## src/rfa_pkg.sv

```systemverilog
// Shared types and constants for the rational fraction ALU.
package rfa_pkg;

    localparam logic [2:0] MODE_ADD = 3'd0;
    localparam logic [2:0] MODE_SUB = 3'd1;
    localparam logic [2:0] MODE_MUL = 3'd2;
    localparam logic [2:0] MODE_DIV = 3'd3;
    localparam logic [2:0] MODE_CMP = 3'd4;
    localparam logic [2:0] MODE_ABS = 3'd5;

    localparam logic [1:0] ST_OK   = 2'd0;
    localparam logic [1:0] ST_DIVZ = 2'd1;
    localparam logic [1:0] ST_OVF  = 2'd2;

    localparam int W = 66;

    typedef enum logic [3:0] {
        OP_IDLE   = 4'd0,
        OP_LOAD   = 4'd1,
        OP_MUL    = 4'd2,
        OP_COMB   = 4'd3,
        OP_PREP   = 4'd4,
        OP_GCD    = 4'd5,
        OP_DIVSET = 4'd6,
        OP_DIV    = 4'd7,
        OP_FINISH = 4'd8
    } t_op;

    typedef struct packed {
        t_op  op;
        logic mul_sel;
        logic div_sel;
    } t_cmd;

    typedef struct packed {
        logic short_done;
        logic gcd_done;
        logic div_done;
    } t_status;

endpackage

```

## src/rfa_ctrl.sv

```systemverilog
// Controller state machine sequencing the fraction datapath.
module rfa_ctrl (
    input  logic              i_clk,
    input  logic              i_rst_n,
    input  logic              i_valid,
    output logic              o_ready,
    output logic              o_valid,
    input  logic              i_ready,
    output rfa_pkg::t_cmd     o_cmd,
    input  rfa_pkg::t_status  i_stat
);
    typedef enum logic [9:0] {
        S_IDLE = 10'b0000000001, S_MUL0 = 10'b0000000010, S_MUL1 = 10'b0000000100,
        S_COMB = 10'b0000001000, S_PREP = 10'b0000010000, S_GCD  = 10'b0000100000,
        S_DS0  = 10'b0001000000, S_DV0  = 10'b0010000000, S_DS1  = 10'b0100000000,
        S_DV1  = 10'b1000000000
    } t_state;

    t_state r_state, n_state;
    logic   r_fin, r_out, n_fin;

    always_comb begin
        n_state = r_state;
        n_fin = 1'b0;
        o_cmd = '{op: rfa_pkg::OP_IDLE, mul_sel: 1'b0, div_sel: 1'b0};
        unique case (r_state)
            S_IDLE: if (i_valid && o_ready) begin
                o_cmd.op = rfa_pkg::OP_LOAD; n_state = S_MUL0;
            end
            S_MUL0: begin o_cmd.op = rfa_pkg::OP_MUL; n_state = S_MUL1; end
            S_MUL1: begin
                o_cmd.op = rfa_pkg::OP_MUL; o_cmd.mul_sel = 1'b1; n_state = S_COMB;
            end
            S_COMB: begin o_cmd.op = rfa_pkg::OP_COMB; n_state = S_PREP; end
            S_PREP: begin
                if (i_stat.short_done) begin
                    n_fin = 1'b1; n_state = S_IDLE;
                end else begin
                    o_cmd.op = rfa_pkg::OP_PREP; n_state = S_GCD;
                end
            end
            S_GCD: begin
                if (i_stat.short_done) begin
                    n_fin = 1'b1; n_state = S_IDLE;
                end else begin
                    o_cmd.op = rfa_pkg::OP_GCD;
                    if (i_stat.gcd_done) n_state = S_DS0;
                end
            end
            S_DS0: begin o_cmd.op = rfa_pkg::OP_DIVSET; n_state = S_DV0; end
            S_DV0: begin
                o_cmd.op = rfa_pkg::OP_DIV;
                if (i_stat.div_done) n_state = S_DS1;
            end
            S_DS1: begin
                o_cmd.op = rfa_pkg::OP_DIVSET; o_cmd.div_sel = 1'b1; n_state = S_DV1;
            end
            S_DV1: begin
                o_cmd.op = rfa_pkg::OP_DIV; o_cmd.div_sel = 1'b1;
                if (i_stat.div_done) begin n_fin = 1'b1; n_state = S_IDLE; end
            end
            default: n_state = S_IDLE;
        endcase
        if (r_fin) o_cmd.op = rfa_pkg::OP_FINISH;
    end

    assign o_ready = (r_state == S_IDLE) && !r_fin && (!r_out || i_ready);
    assign o_valid = r_out;

    always_ff @(posedge i_clk) begin
        if (!i_rst_n) begin
            r_state <= S_IDLE; r_fin <= 1'b0; r_out <= 1'b0;
        end else begin
            r_state <= n_state;
            r_fin <= n_fin;
            if (r_fin) r_out <= 1'b1;
            else if (i_ready) r_out <= 1'b0;
        end
    end
endmodule

```

## config.mk

```make
export PLATFORM = sky130hd
export DESIGN_NAME = rfa_ctrl
export DESIGN_NICKNAME = d
export VERILOG_FILES = /design/src/rfa_pkg.sv /design/src/rfa_ctrl.sv
export SDC_FILE = /design/constraint.sdc
export NUM_CORES = 1
export LEC_CHECK = 0
export ABC_CLOCK_PERIOD_IN_PS = 4400
export BUFFER_PORTS_ARGS = -buffer_cell sky130_fd_sc_hd__buf_2
export CAP_MARGIN = 20
export CORE_MARGIN = 3
export CORE_UTILIZATION = 57
export CTS_CLUSTER_DIAMETER = 80
export DETAILED_ROUTE_END_ITERATION = 10
export PLACE_DENSITY = 0.91
export SYNTH_ARGS = -nofsm -noshare
export SYNTH_HDL_FRONTEND = slang
export SYNTH_SLANG_ARGS = --single-unit
```

## constraint.sdc

```tcl
create_clock -name i_clk -period 4.4 [get_ports i_clk]
set_clock_uncertainty 0.15 [all_clocks]
set_input_delay 0.44 -clock i_clk [delete_from_list [all_inputs] [get_ports i_clk]]
set_output_delay 0.44 -clock i_clk [all_outputs]
set_load 0.01 [all_outputs]
```

==> summary.txt, run 1 <==
Outcome: finished, final reports clean
Setup TNS: 0 ps
Worst R2R End: r_state[2]$_SDFFE_PN0P_
Clk pin slew, worst setup/hold paths: 80 ps
Initial antenna violation count: 0
Max_cap viols: 0
Wire length per cell: 15.0 µm
Compound-Gate Fraction of Synth Area: 15.2%
H-tree Lvls: 1
Synth warnings: 0
Fin util: 73.7%
CP Capture Type: output pin
Total wire length: 1.91 mm
Reg2Reg Setup Slack: 2160 ps
Hold buffer count at cts: 0
Postcts setup bufs: 0
Period minus WS final: 2990 ps
Die area: 0.00191 mm²
Vias in the first global route: 744
DR DRC count: 0
CP max FO: 11
Die width: 43.7 µm
Setup violators final: 0
CTS resizes: 0
Largest net degree at the start of global routing: 12
Num rows: 12
Die H: 43.7 µm
Seq/Total Area, Yosys: 29.7%
Initial DRC count: 28
Critical Path RT: 3810 ps
Post-synthesis average cell area: 8.00 µm²
Global-route wire length before repair: 3.19 mm
Ports: 15
Clock buffer depth: 2
RSZ-0062 raised after global routing: no
Slew Limit Fails: 0
HPWL after DPL: 1.51 mm
Final nets: 121
Clock latency on the worst-skew pair: 280 ps
Total CTS buffers: 3
Seq cells post-synth: 12
Largest family of logic cells by synthesized area: simple AND/OR/NAND/NOR gates
Arr. time, crit path: 2400 ps
Post-Synth Adder-Cell Area: 0%
Yosys cell types: 33
Antenna cells: 0
Element type at the critical path start: register
# port buffers: 14
CTS sink cnt: 12
Hold Fails Final Rpt: 0
Crit path to: o_cmd[2]
Worst-case reg-to-reg path depth: 5
Multiplexer share of the synthesized area: 1.39%
Grt ovf: 0
Cell area power density: 272 mW/mm²
Syn Inst Count: 101
Critical path origin: r_state[8]$_SDFFE_PN0P_
Finished Layout Cells: 127
Syn_nets: 108
Layout cells sized above 1: 23.0%
Static Leak: 0.363 nW
Vias per cell: 6.23
Peak VDD IR: 0.187 mV
Vias: 791
CTS tree: built
Hold crit path type: in -> reg
First-pass detailed-route iteration total: 4
Slew headroom: 71.2%
F_max: 0.335 GHz
Post-synthesis simple-gate area fraction: 42.0%
Area added between synthesis and finish: 10.8%
Slew at the pin closest to its max-slew limit: 432 ps
XOR/XNOR Fraction of Synth Area: 5.42%
Final ANT Viol Nets: 0
Synth Cell Area: 808 µm²
Core Region: 0.00122 mm²
DP Cell Count: 123
Initial core utilization: 66.5%
Worst R2R Start: r_state[4]$_SDFFE_PN0P_
Root Driver: clkbuf_4
GP Congestion: 0.914
Total track usage: 22.3%
Fin crit share: 67.9%
Setup CP Type: reg -> out
metal layers:
| layer | vias up | track usage [%] | share of wire [%] | wire, µm |
|---|---|---|---|---|
| li1 | 398 | - | - | - |
| met1 | 358 | 26.9 | 42 | 799 |
| met2 | 28 | 36.9 | 47 | 901 |
| met3 | 7 | 6.64 | 8.3 | 158 |
| met4 | 0 | 8.43 | 2.5 | 47 |
| met5 | - | 0 | 0 | 0 |
per-stage QoR:
stage | total power [W] | setup slack (ps) | hold WS (ps) | cell area, µm²
after floorplan | 0.000144 | 1950 | 369 | 808
after global placement | 0.000156 | 1820 | 399 | 860
after detailed placement | 0.000157 | 1760 | 420 | 860
after CTS | 0.000246 | 1430 | 191 | 896
after global routing | 0.000257 | 1210 | 196 | 896
final | 0.000244 | 1410 | 196 | 896
where the power goes:
part | switching, W | internal, W
registers | 0.00000367 | 0.000111
logic | 0.0000230 | 0.0000179
clock network | 0.0000385 | 0.0000504
cell type report:
cell class / count / area [µm²]
inverters: 4 / 15.0
clock buffers: 4 / 36.3
multi-input cells: 79 / 517
flip-flops and latches: 12 / 240
repair buffers: 14 / 70.1
fillers: 105 / 320
well taps: 14 / 17.5
logic make-up after synthesis:
family / after synthesis
compound gates: 17
mux: 1
flops: 12
xor+xnor: 5
buf+inv: 10
simple gates: 56
placed cells by master, fill, tap and decap left out, types with 2 or more instances in the layout:
cell,count
nor3_1,7
a21oi_1,5
or4_1,3
nand2_1,8
xor2_1,2
o21ai_0,4
or3_1,3
nand4b_1,4
nor2_1,14
a41oi_1,2
clkbuf_4,3
o21a_1,3
nand4_1,2
inv_1,4
or3_4,3
buf_2,14
nor4_1,3
dfxtp_1,12
nor3b_1,2
xnor2_1,3
worst min path at each step:
stage | start | end | slack (ps) | cells after the start
after global routing | i_stat[2] | r_state[5]$_SDFFE_PN0P_ | 200 | 2
final | i_stat[2] | r_state[5]$_SDFFE_PN0P_ | 200 | 2
after floorplan | i_stat[2] | r_state[5]$_SDFFE_PN0P_ | 370 | 1
after global placement | r_fin$_SDFF_PN0_ | o_valid$_SDFFE_PN0P_ | 400 | 2
after detailed placement | r_state[1]$_SDFFE_PN0P_ | r_state[2]$_SDFFE_PN0P_ | 420 | 2
after CTS | i_stat[2] | r_state[5]$_SDFFE_PN0P_ | 190 | 2
critical path: stages (launching register included):
cell,delay (ps)
dfxtp_1,440
nor4_4,370
nand4_1,250
or4b_2,690
a41oi_1,210
buf_2,160
sequential cells by signal, indices dropped and copies added, names as in the netlist:
name / cells
r_state: 10
r_fin: 1
o_valid: 1
Yosys cell counts, drive strengths merged:
| library cell | count | share of area, % |
|---|---|---|
| nor2 | 14 | 6.5 |
| dfxtp | 12 | 30 |
| nand2 | 8 | 3.7 |
| nor3 | 7 | 4.3 |
| or3 | 6 | 6.5 |
| a21oi | 5 | 3.1 |
| buf | 4 | 3.6 |
| inv | 4 | 1.9 |
| nand4b | 4 | 4.3 |
| nor4 | 4 | 5.0 |
| o21ai | 4 | 2.5 |
| o21a | 3 | 2.8 |
| or4 | 3 | 2.8 |
| xnor2 | 3 | 3.3 |
| a41oi | 2 | 2.2 |
| clkbuf | 2 | 0.93 |
| nand4 | 2 | 1.5 |
| nor3b | 2 | 1.9 |
| o211ai | 2 | 3.6 |
| xor2 | 2 | 2.2 |
| and2 | 1 | 0.77 |
| mux2 | 1 | 1.4 |
| nand2b | 1 | 0.77 |
| nor2b | 1 | 0.77 |
| nor4b | 1 | 1.1 |
| o221ai | 1 | 1.1 |
| or2 | 1 | 0.77 |
| or4b | 1 | 1.2 |
No activity file was read; power rests on OpenSTA's default activity.
==> run 2, diff against run 1 <==
==> config.mk (replaced) <==
export PLATFORM = sky130hd
export DESIGN_NAME = rfa_ctrl
export DESIGN_NICKNAME = d
export VERILOG_FILES = /design/src/rfa_pkg.sv /design/src/rfa_ctrl.sv
export SDC_FILE = /design/constraint.sdc
export NUM_CORES = 1
export LEC_CHECK = 0
export ABC_AREA = 1
export ABC_CLOCK_PERIOD_IN_PS = 3100
export BUFFER_PORTS_ARGS = -buffer_cell sky130_fd_sc_hd__buf_2
export CAP_MARGIN = 20
export CORE_MARGIN = 3
export CORE_UTILIZATION = 54
export CTS_CLUSTER_DIAMETER = 80
export DETAILED_ROUTE_END_ITERATION = 10
export PLACE_DENSITY = 0.86
export SYNTH_ARGS = -nofsm -noshare
export SYNTH_HDL_FRONTEND = slang
export SYNTH_SLANG_ARGS = --single-unit
==> constraint.sdc (replaced) <==
create_clock -name i_clk -period 3.1 [get_ports i_clk]
set_clock_uncertainty 0.15 [all_clocks]
set_input_delay 0.31 -clock i_clk [delete_from_list [all_inputs] [get_ports i_clk]]
set_output_delay 0.31 -clock i_clk [all_outputs]
set_load 0.01 [all_outputs]
==> summary.txt, run 2 <==
Outcome: finished, final reports clean
Clock buffer depth: 2 (unchanged)
Placed Area: 976 µm² (+14%)
Top cells by area, synth: dfxtp_1 (26%), inv_1 (9.9%), nand2_1 (9.5%)
CP max FO: 6 (-5)
Element type at the critical path start: register
CTS tree: built
Synth top area share: 26.3% (-3.4 points)
Antenna cells: 0 (unchanged)
Fin crit share: 68.8%
Layout cells sized above 1: 30.0% (+7.0 points)
Yosys cell types: 23 (-30%)
Final nets: 159 (+31%)
RSZ-0062 raised after global routing: no
Initial DRC count: 35 (+25%)
CP max stage delay: 460 ps (-230 ps)
Total wire length: 1.94 mm (+1.6%)
Setup violators final: 0 (unchanged)
Die width: 47.1 µm (+7.9%)
EDFF count, synth: 0 (unchanged)
DR DRC count: 0 (unchanged)
CP Capture Type: output pin
Synth warnings: 0 (unchanged)
F_max: 0.469 GHz
Max_cap viols: 0 (unchanged)
HPWL after DPL: 1.62 mm (+6.9%)
Hold path depth: 4 (+2)
Total CTS buffers: 3 (unchanged)
Dominant synthesized flop cell: dfxtp_1
Clock latency on the worst-skew pair: 270 ps (about the same)
Static Leak: 0.572 nW (+57%)
Root Driver: clkbuf_4
Setup CP Type: reg -> out
Bufs and invs on worst path: 2 (+1)
Final ANT Viol Nets: 0 (unchanged)
Hold buffer count at cts: 0 (unchanged)
Critical Path RT: 2640 ps (-1170 ps)
Setup TNS: 0 ps (unchanged)
Grt ovf: 0 (unchanged)
Clk pin slew, worst setup/hold paths: 70 ps (about the same)
Syn_nets: 142 (+31%)
Vias: 873 (+10%)
Leading cell type in the layout, fill and taps excluded: inv_1
Arr. time, crit path: 1670 ps (-730 ps)
Post-synthesis average cell area: 6.77 µm² (-15%)
Slew Limit Fails: 0 (unchanged)
First-pass detailed-route iteration total: 4 (unchanged)
Peak VDD IR: 0.403 mV (+120%)
Vias in the first global route: 782 (+5.1%)
Synth cell count leaders: inv_1 (24), nand2_1 (23), nor2_1 (20), dfxtp_1 (12), nand3_1 (9)
Num rows: 14 (+2)
Worst-case reg-to-reg path depth: 8 (+3)
Area added between synthesis and finish: 9.32%
Seq/Total Area, Yosys: 26.3% (-3.4 points)
Initial antenna violation count: 0 (unchanged)
Most common cell in the netlist: inv_1
Global-route wire length before repair: 3.24 mm (+1.8%)
Max FFs per register: 10 (unchanged)
Synth Cell Area: 913 µm² (+13%)
H-tree Lvls: 1 (unchanged)
Critical path's slowest cell: dfxtp_1
# port buffers: 14 (unchanged)
Die area: 0.00222 mm² (+17%)
Largest net degree at the start of global routing: 12 (unchanged)
Initial core utilization: 59.3% (-7.2 points)
Slew headroom: 78.8% (+7.6 points)
Hold crit path type: in -> reg
Crit path cell chain: nor2_4 -> nand2_4 -> inv_1 -> nand3_1 -> nand2_1 -> nor2_1 -> nand3b_1 -> nand2_1 -> nor2_1 -> buf_2
Reg2Reg Setup Slack: 1500 ps (-660 ps)
Syn Inst Count: 135 (+34%)
Final instance area: 998 µm² (+11%)
Crit path depth: 10 (+5)
Hold Fails Final Rpt: 0 (unchanged)
Total track usage: 20.7% (-1.6 points)
Wire length per cell: 11.7 µm (-22%)
Ports: 15 (unchanged)
Most frequent cells in the layout: inv_1 (24), nand2_1 (23), nor2_1 (20)
Vias per cell: 5.26 (-16%)
Period minus WS final: 2130 ps
Die H: 47.1 µm (+7.9%)
Postcts setup bufs: 0 (unchanged)
CTS resizes: 0 (unchanged)
Slew at the pin closest to its max-slew limit: 317 ps (-115 ps)
Cell area power density: 789 mW/mm² (+190%)
CTS sink cnt: 12 (unchanged)
Worst path top cell family by delay: simple AND/OR/NAND/NOR gates
Synth async-reset ratio: 0% (unchanged)
Top reg by flops: r_state
Seq cells post-synth: 12 (unchanged)
Core Region: 0.00154 mm² (+27%)
Synth area leader: dfxtp_1
GP Congestion: 0.912 (-0.31%)
-- run 2: per-stage QoR --
stage | hold slack, ps | setup slack, ps | total power (W) | instances | util (%)
2_1_floorplan | 280 | 1350 | 0.000632 | 135 | -
3_3_place_gp | 323 | 1250 | 0.000687 | 163 | 63.3
3_5_place_dp | 337 | 1270 | 0.000697 | 163 | 63.3
4_1_cts | 161 | 971 | 0.000793 | 166 | 64.8
5_1_grt | 160 | 812 | 0.000866 | 166 | 64.8
6_report | 163 | 966 | 0.000788 | 166 | 64.8
-- run 2: power by group --
part / total (W) / switching [W] / internal [W]
combinational: 0.000483 / 0.000312 / 0.000171
clock: 0.0000938 / 0.0000487 / 0.0000450
sequential: 0.000211 / 0.0000310 / 0.000180
-- run 2: layout make-up --
cell class,instances,area [µm²]
Fill cell,144,543
Multi-Input combinational cell,94,544
Clock buffer,3,22.5
Inverter,27,101
Timing Repair Buffer,14,70.1
Tap cell,16,20.0
Sequential cell,12,240
-- run 2: path summary, 6_finish.rpt --
check / from / end
setup / recovery: r_state[7]$_SDFFE_PN0P_ / o_cmd[2]
hold / removal: i_ready / o_valid$_SDFFE_PN0P_
setup reg to reg: r_state[3]$_SDFFE_PN0P_ / r_state[5]$_SDFFE_PN0P_
hold reg to reg: o_valid$_SDFFE_PN0P_ / o_valid$_SDFFE_PN0P_
-- run 2: cells by family (layout without fill, tap and decap cells) --
logic type | after synthesis | count (layout) | synth area share (%)
buf+inv | 29 | 44 | 14.1
simple gates | 87 | 87 | 54.4
compound gates | 7 | 7 | 5.21
flops | 12 | 12 | 26.3
-- run 2: layer usage --
layer	wire (µm)	share of wire, %	global-route usage, %	vias to the layer above
met5	0	0	0	-
met1	787	41	25.1	396
met3	117	6.0	5.75	7
met2	997	51	36.0	25
li1	-	-	-	445
met4	34	1.8	4.97	0
-- run 2: worst min-delay path, cell delays in order --
cell and delay [ps]:
buf_2 70, inv_1 30, nand2_1 60, a21oi_1 60
==> run 3, diff against run 2 <==
--- a/config.mk
+++ b/config.mk
@@ -6,14 +6,14 @@
 export NUM_CORES = 1
 export LEC_CHECK = 0
 export ABC_AREA = 1
-export ABC_CLOCK_PERIOD_IN_PS = 3100
+export ABC_CLOCK_PERIOD_IN_PS = 1700
 export BUFFER_PORTS_ARGS = -buffer_cell sky130_fd_sc_hd__buf_2
 export CAP_MARGIN = 20
 export CORE_MARGIN = 3
-export CORE_UTILIZATION = 54
+export CORE_UTILIZATION = 49
 export CTS_CLUSTER_DIAMETER = 80
 export DETAILED_ROUTE_END_ITERATION = 10
-export PLACE_DENSITY = 0.86
+export PLACE_DENSITY = 0.83
 export SYNTH_ARGS = -nofsm -noshare
 export SYNTH_HDL_FRONTEND = slang
 export SYNTH_SLANG_ARGS = --single-unit
==> constraint.sdc (replaced) <==
create_clock -name i_clk -period 1.7 [get_ports i_clk]
set_clock_uncertainty 0.15 [all_clocks]
set_input_delay 0.17 -clock i_clk [delete_from_list [all_inputs] [get_ports i_clk]]
set_output_delay 0.17 -clock i_clk [all_outputs]
set_load 0.01 [all_outputs]
==> summary.txt, run 3 (synthesis gave the netlist of run 2 again) <==
Largest net degree at the start of global routing: 12 (unchanged)
HPWL after DPL: 1.69 mm (+4.3%)
Critical Path RT: 1380 ps (-1260 ps)
Hold buffer count at cts: 0 (unchanged)
Slew headroom: 77.5% (-1.2 points)
Slew Limit Fails: 0 (unchanged)
Hold crit path type: in -> reg
Failing checks: setup timing
Die area: 0.00242 mm² (+8.9%)
Antenna cells: 0 (unchanged)
Element type at the critical path start: register
CTS tree: built
Initial antenna violation count: 0 (unchanged)
Filler cells: 106 (-26%)
Area added between synthesis and finish: 42.3%
# port buffers: 14 (unchanged)
Vias per cell: 5.52 (+5.0%)
Global-route wire length before repair: 4.29 mm (+32%)
Hold path depth: 4 (unchanged)
Die H: 49.2 µm (+4.4%)
Cell area power density: 1570 mW/mm² (+99%)
Root Driver: clkbuf_4
Hold wc startpoint: i_ready
Met1 Resource Use GR: 26.7% (+1.6 points)
Total CTS buffers: 3 (unchanged)
DR DRC count: 0 (unchanged)
Initial core utilization: 56.1% (-3.2 points)
Hold Fails Final Rpt: 0 (unchanged)
Hold EP: o_valid$_SDFFE_PN0P_
Top reg by flops: r_state
Post-Place Setup Slack: 45.6 ps (-1230 ps)
Clock buffer depth: 2 (unchanged)
Total track usage: 23.3% (+2.6 points)
Wire length per cell: 16.8 µm (+44%)
Fin crit share: 120%
Setup violators final: 13 (+13)
Setup TNS: -1730 ps (-1730 ps)
Setup CP Type: reg -> out
Finished Layout Cells: 192 (+16%)
GP Congestion: 0.881 (-3.3%)
Static Leak: 0.691 nW (+21%)
Total wire length: 3.22 mm (+66%)
Register area: 254 µm² (+5.7%)
Worst R2R Start: r_state[3]$_SDFFE_PN0P_
Initial DRC count: 80 (+130%)
Vias: 1060 (+21%)
Num rows: 14 (unchanged)
Vias in the first global route: 937 (+20%)
First-pass detailed-route iteration total: 4 (unchanged)
GR Layer Usage met2: 36.6% (+0.56 points)
Clk pin slew, worst setup/hold paths: 80 ps (about the same)
Max FFs per register: 10 (unchanged)
Period minus WS final: 2040 ps
CP Capture Type: output pin
Final ANT Viol Nets: 0 (unchanged)
Final WS setup: -339 ps (-1310 ps)
Final nets: 177 (+11%)
Grt ovf: 0 (unchanged)
F_max: 0.490 GHz
CP max FO: 3 (-3)
RSZ-0062 raised after global routing: yes
Outcome: finished with violations
CTS sink cnt: 12 (unchanged)
Clock latency on the worst-skew pair: 280 ps (about the same)
Die width: 49.2 µm (+4.4%)
Peak VDD IR: 0.937 mV (+130%)
Arr. time, crit path: 1720 ps (+50 ps)
Slew at the pin closest to its max-slew limit: 337 ps (+19.4 ps)
H-tree Lvls: 1 (unchanged)
Worst R2R End: r_state[7]$_SDFFE_PN0P_
Core Region: 0.00163 mm² (+5.7%)
Layout cells sized above 1: 56.0% (+26 points)
Gr busiest metal: met2
Ports: 15 (unchanged)
Reg2Reg Setup Slack: -120 ps (-1620 ps)
Area of the multi-input gates: 666 µm² (+22%)
Final Total Pwr: 0.00204 W (+160%)
Leading cell type in the layout, fill and taps excluded: inv_1
DP Cell Count: 175 (+7.4%)
Max_cap viols: 0 (unchanged)
Most frequent cells in the layout: inv_1 (21), nand2_1 (16), nor2_1 (13), buf_2 (13)
Worst-case reg-to-reg path depth: 11 (+3)
Fin util: 79.8% (+15 points)
Grt met3 use: 4.59% (-1.2 points)
## run 3: how the worst max path moves through the flow
stage | end | cells after the start | start | slack, ps
floorplan | o_cmd[2] | 7 | r_state[3]$_SDFFE_PN0P_ | 90
global placement | o_cmd[2] | 8 | r_state[3]$_SDFFE_PN0P_ | 50
detailed placement | o_cmd[2] | 8 | r_state[3]$_SDFFE_PN0P_ | 50
CTS | o_cmd[2] | 10 | r_state[1]$_SDFFE_PN0P_ | -190
global route | o_cmd[2] | 10 | r_state[7]$_SDFFE_PN0P_ | -430
finish | o_cmd[3] | 8 | r_state[7]$_SDFFE_PN0P_ | -340
## run 3: power breakdown
part,internal [W],total (W),switching (W)
logic,0.000586,0.00146,0.000870
registers,0.000339,0.000399,0.0000602
clock network,0.0000823,0.000183,0.000101
total,0.00101,0.00204,0.00103
## run 3: stage by stage
stage | hold slack, ps | area (µm²)
6_report | 3.90 | 1300
3_3_place_gp | 293 | 1020
2_1_floorplan | 140 | 913
3_5_place_dp | 302 | 1020
5_1_grt | 16.4 | 1300
4_1_cts | 4.63 | 1120
## run 3: critical path, cell delays in order (launching register included)
cell,delay [ps]
dfxtp_4,360
nor2_4,180
nand2_4,90
nor2_4,180
nand2_4,90
nand2_4,80
nor2_2,50
a21oi_1,210
buf_2,190
## run 3: per-layer routing
layer  part of all wire (%)  up-vias
met5                      0        -
met4                    4.8        0
met3                    9.1       18
met2                     49       79
met1                     37      474
li1                       -      489
## run 3: area by class of cell
cell class,instances,area share (%)
Timing Repair Buffer,31,17.4
Inverter,27,7.80
Sequential cell,12,19.5
Clock buffer,3,1.73
Multi-Input combinational cell,95,51.2
Tap cell,24,2.31
## run 3: timing repair
item,in CTS,in global routing
buffers inserted,3,11
endpoints found under the setup margin,5,10
pin swaps,10,24
gates cloned,0,1
gates resized for setup,18,30
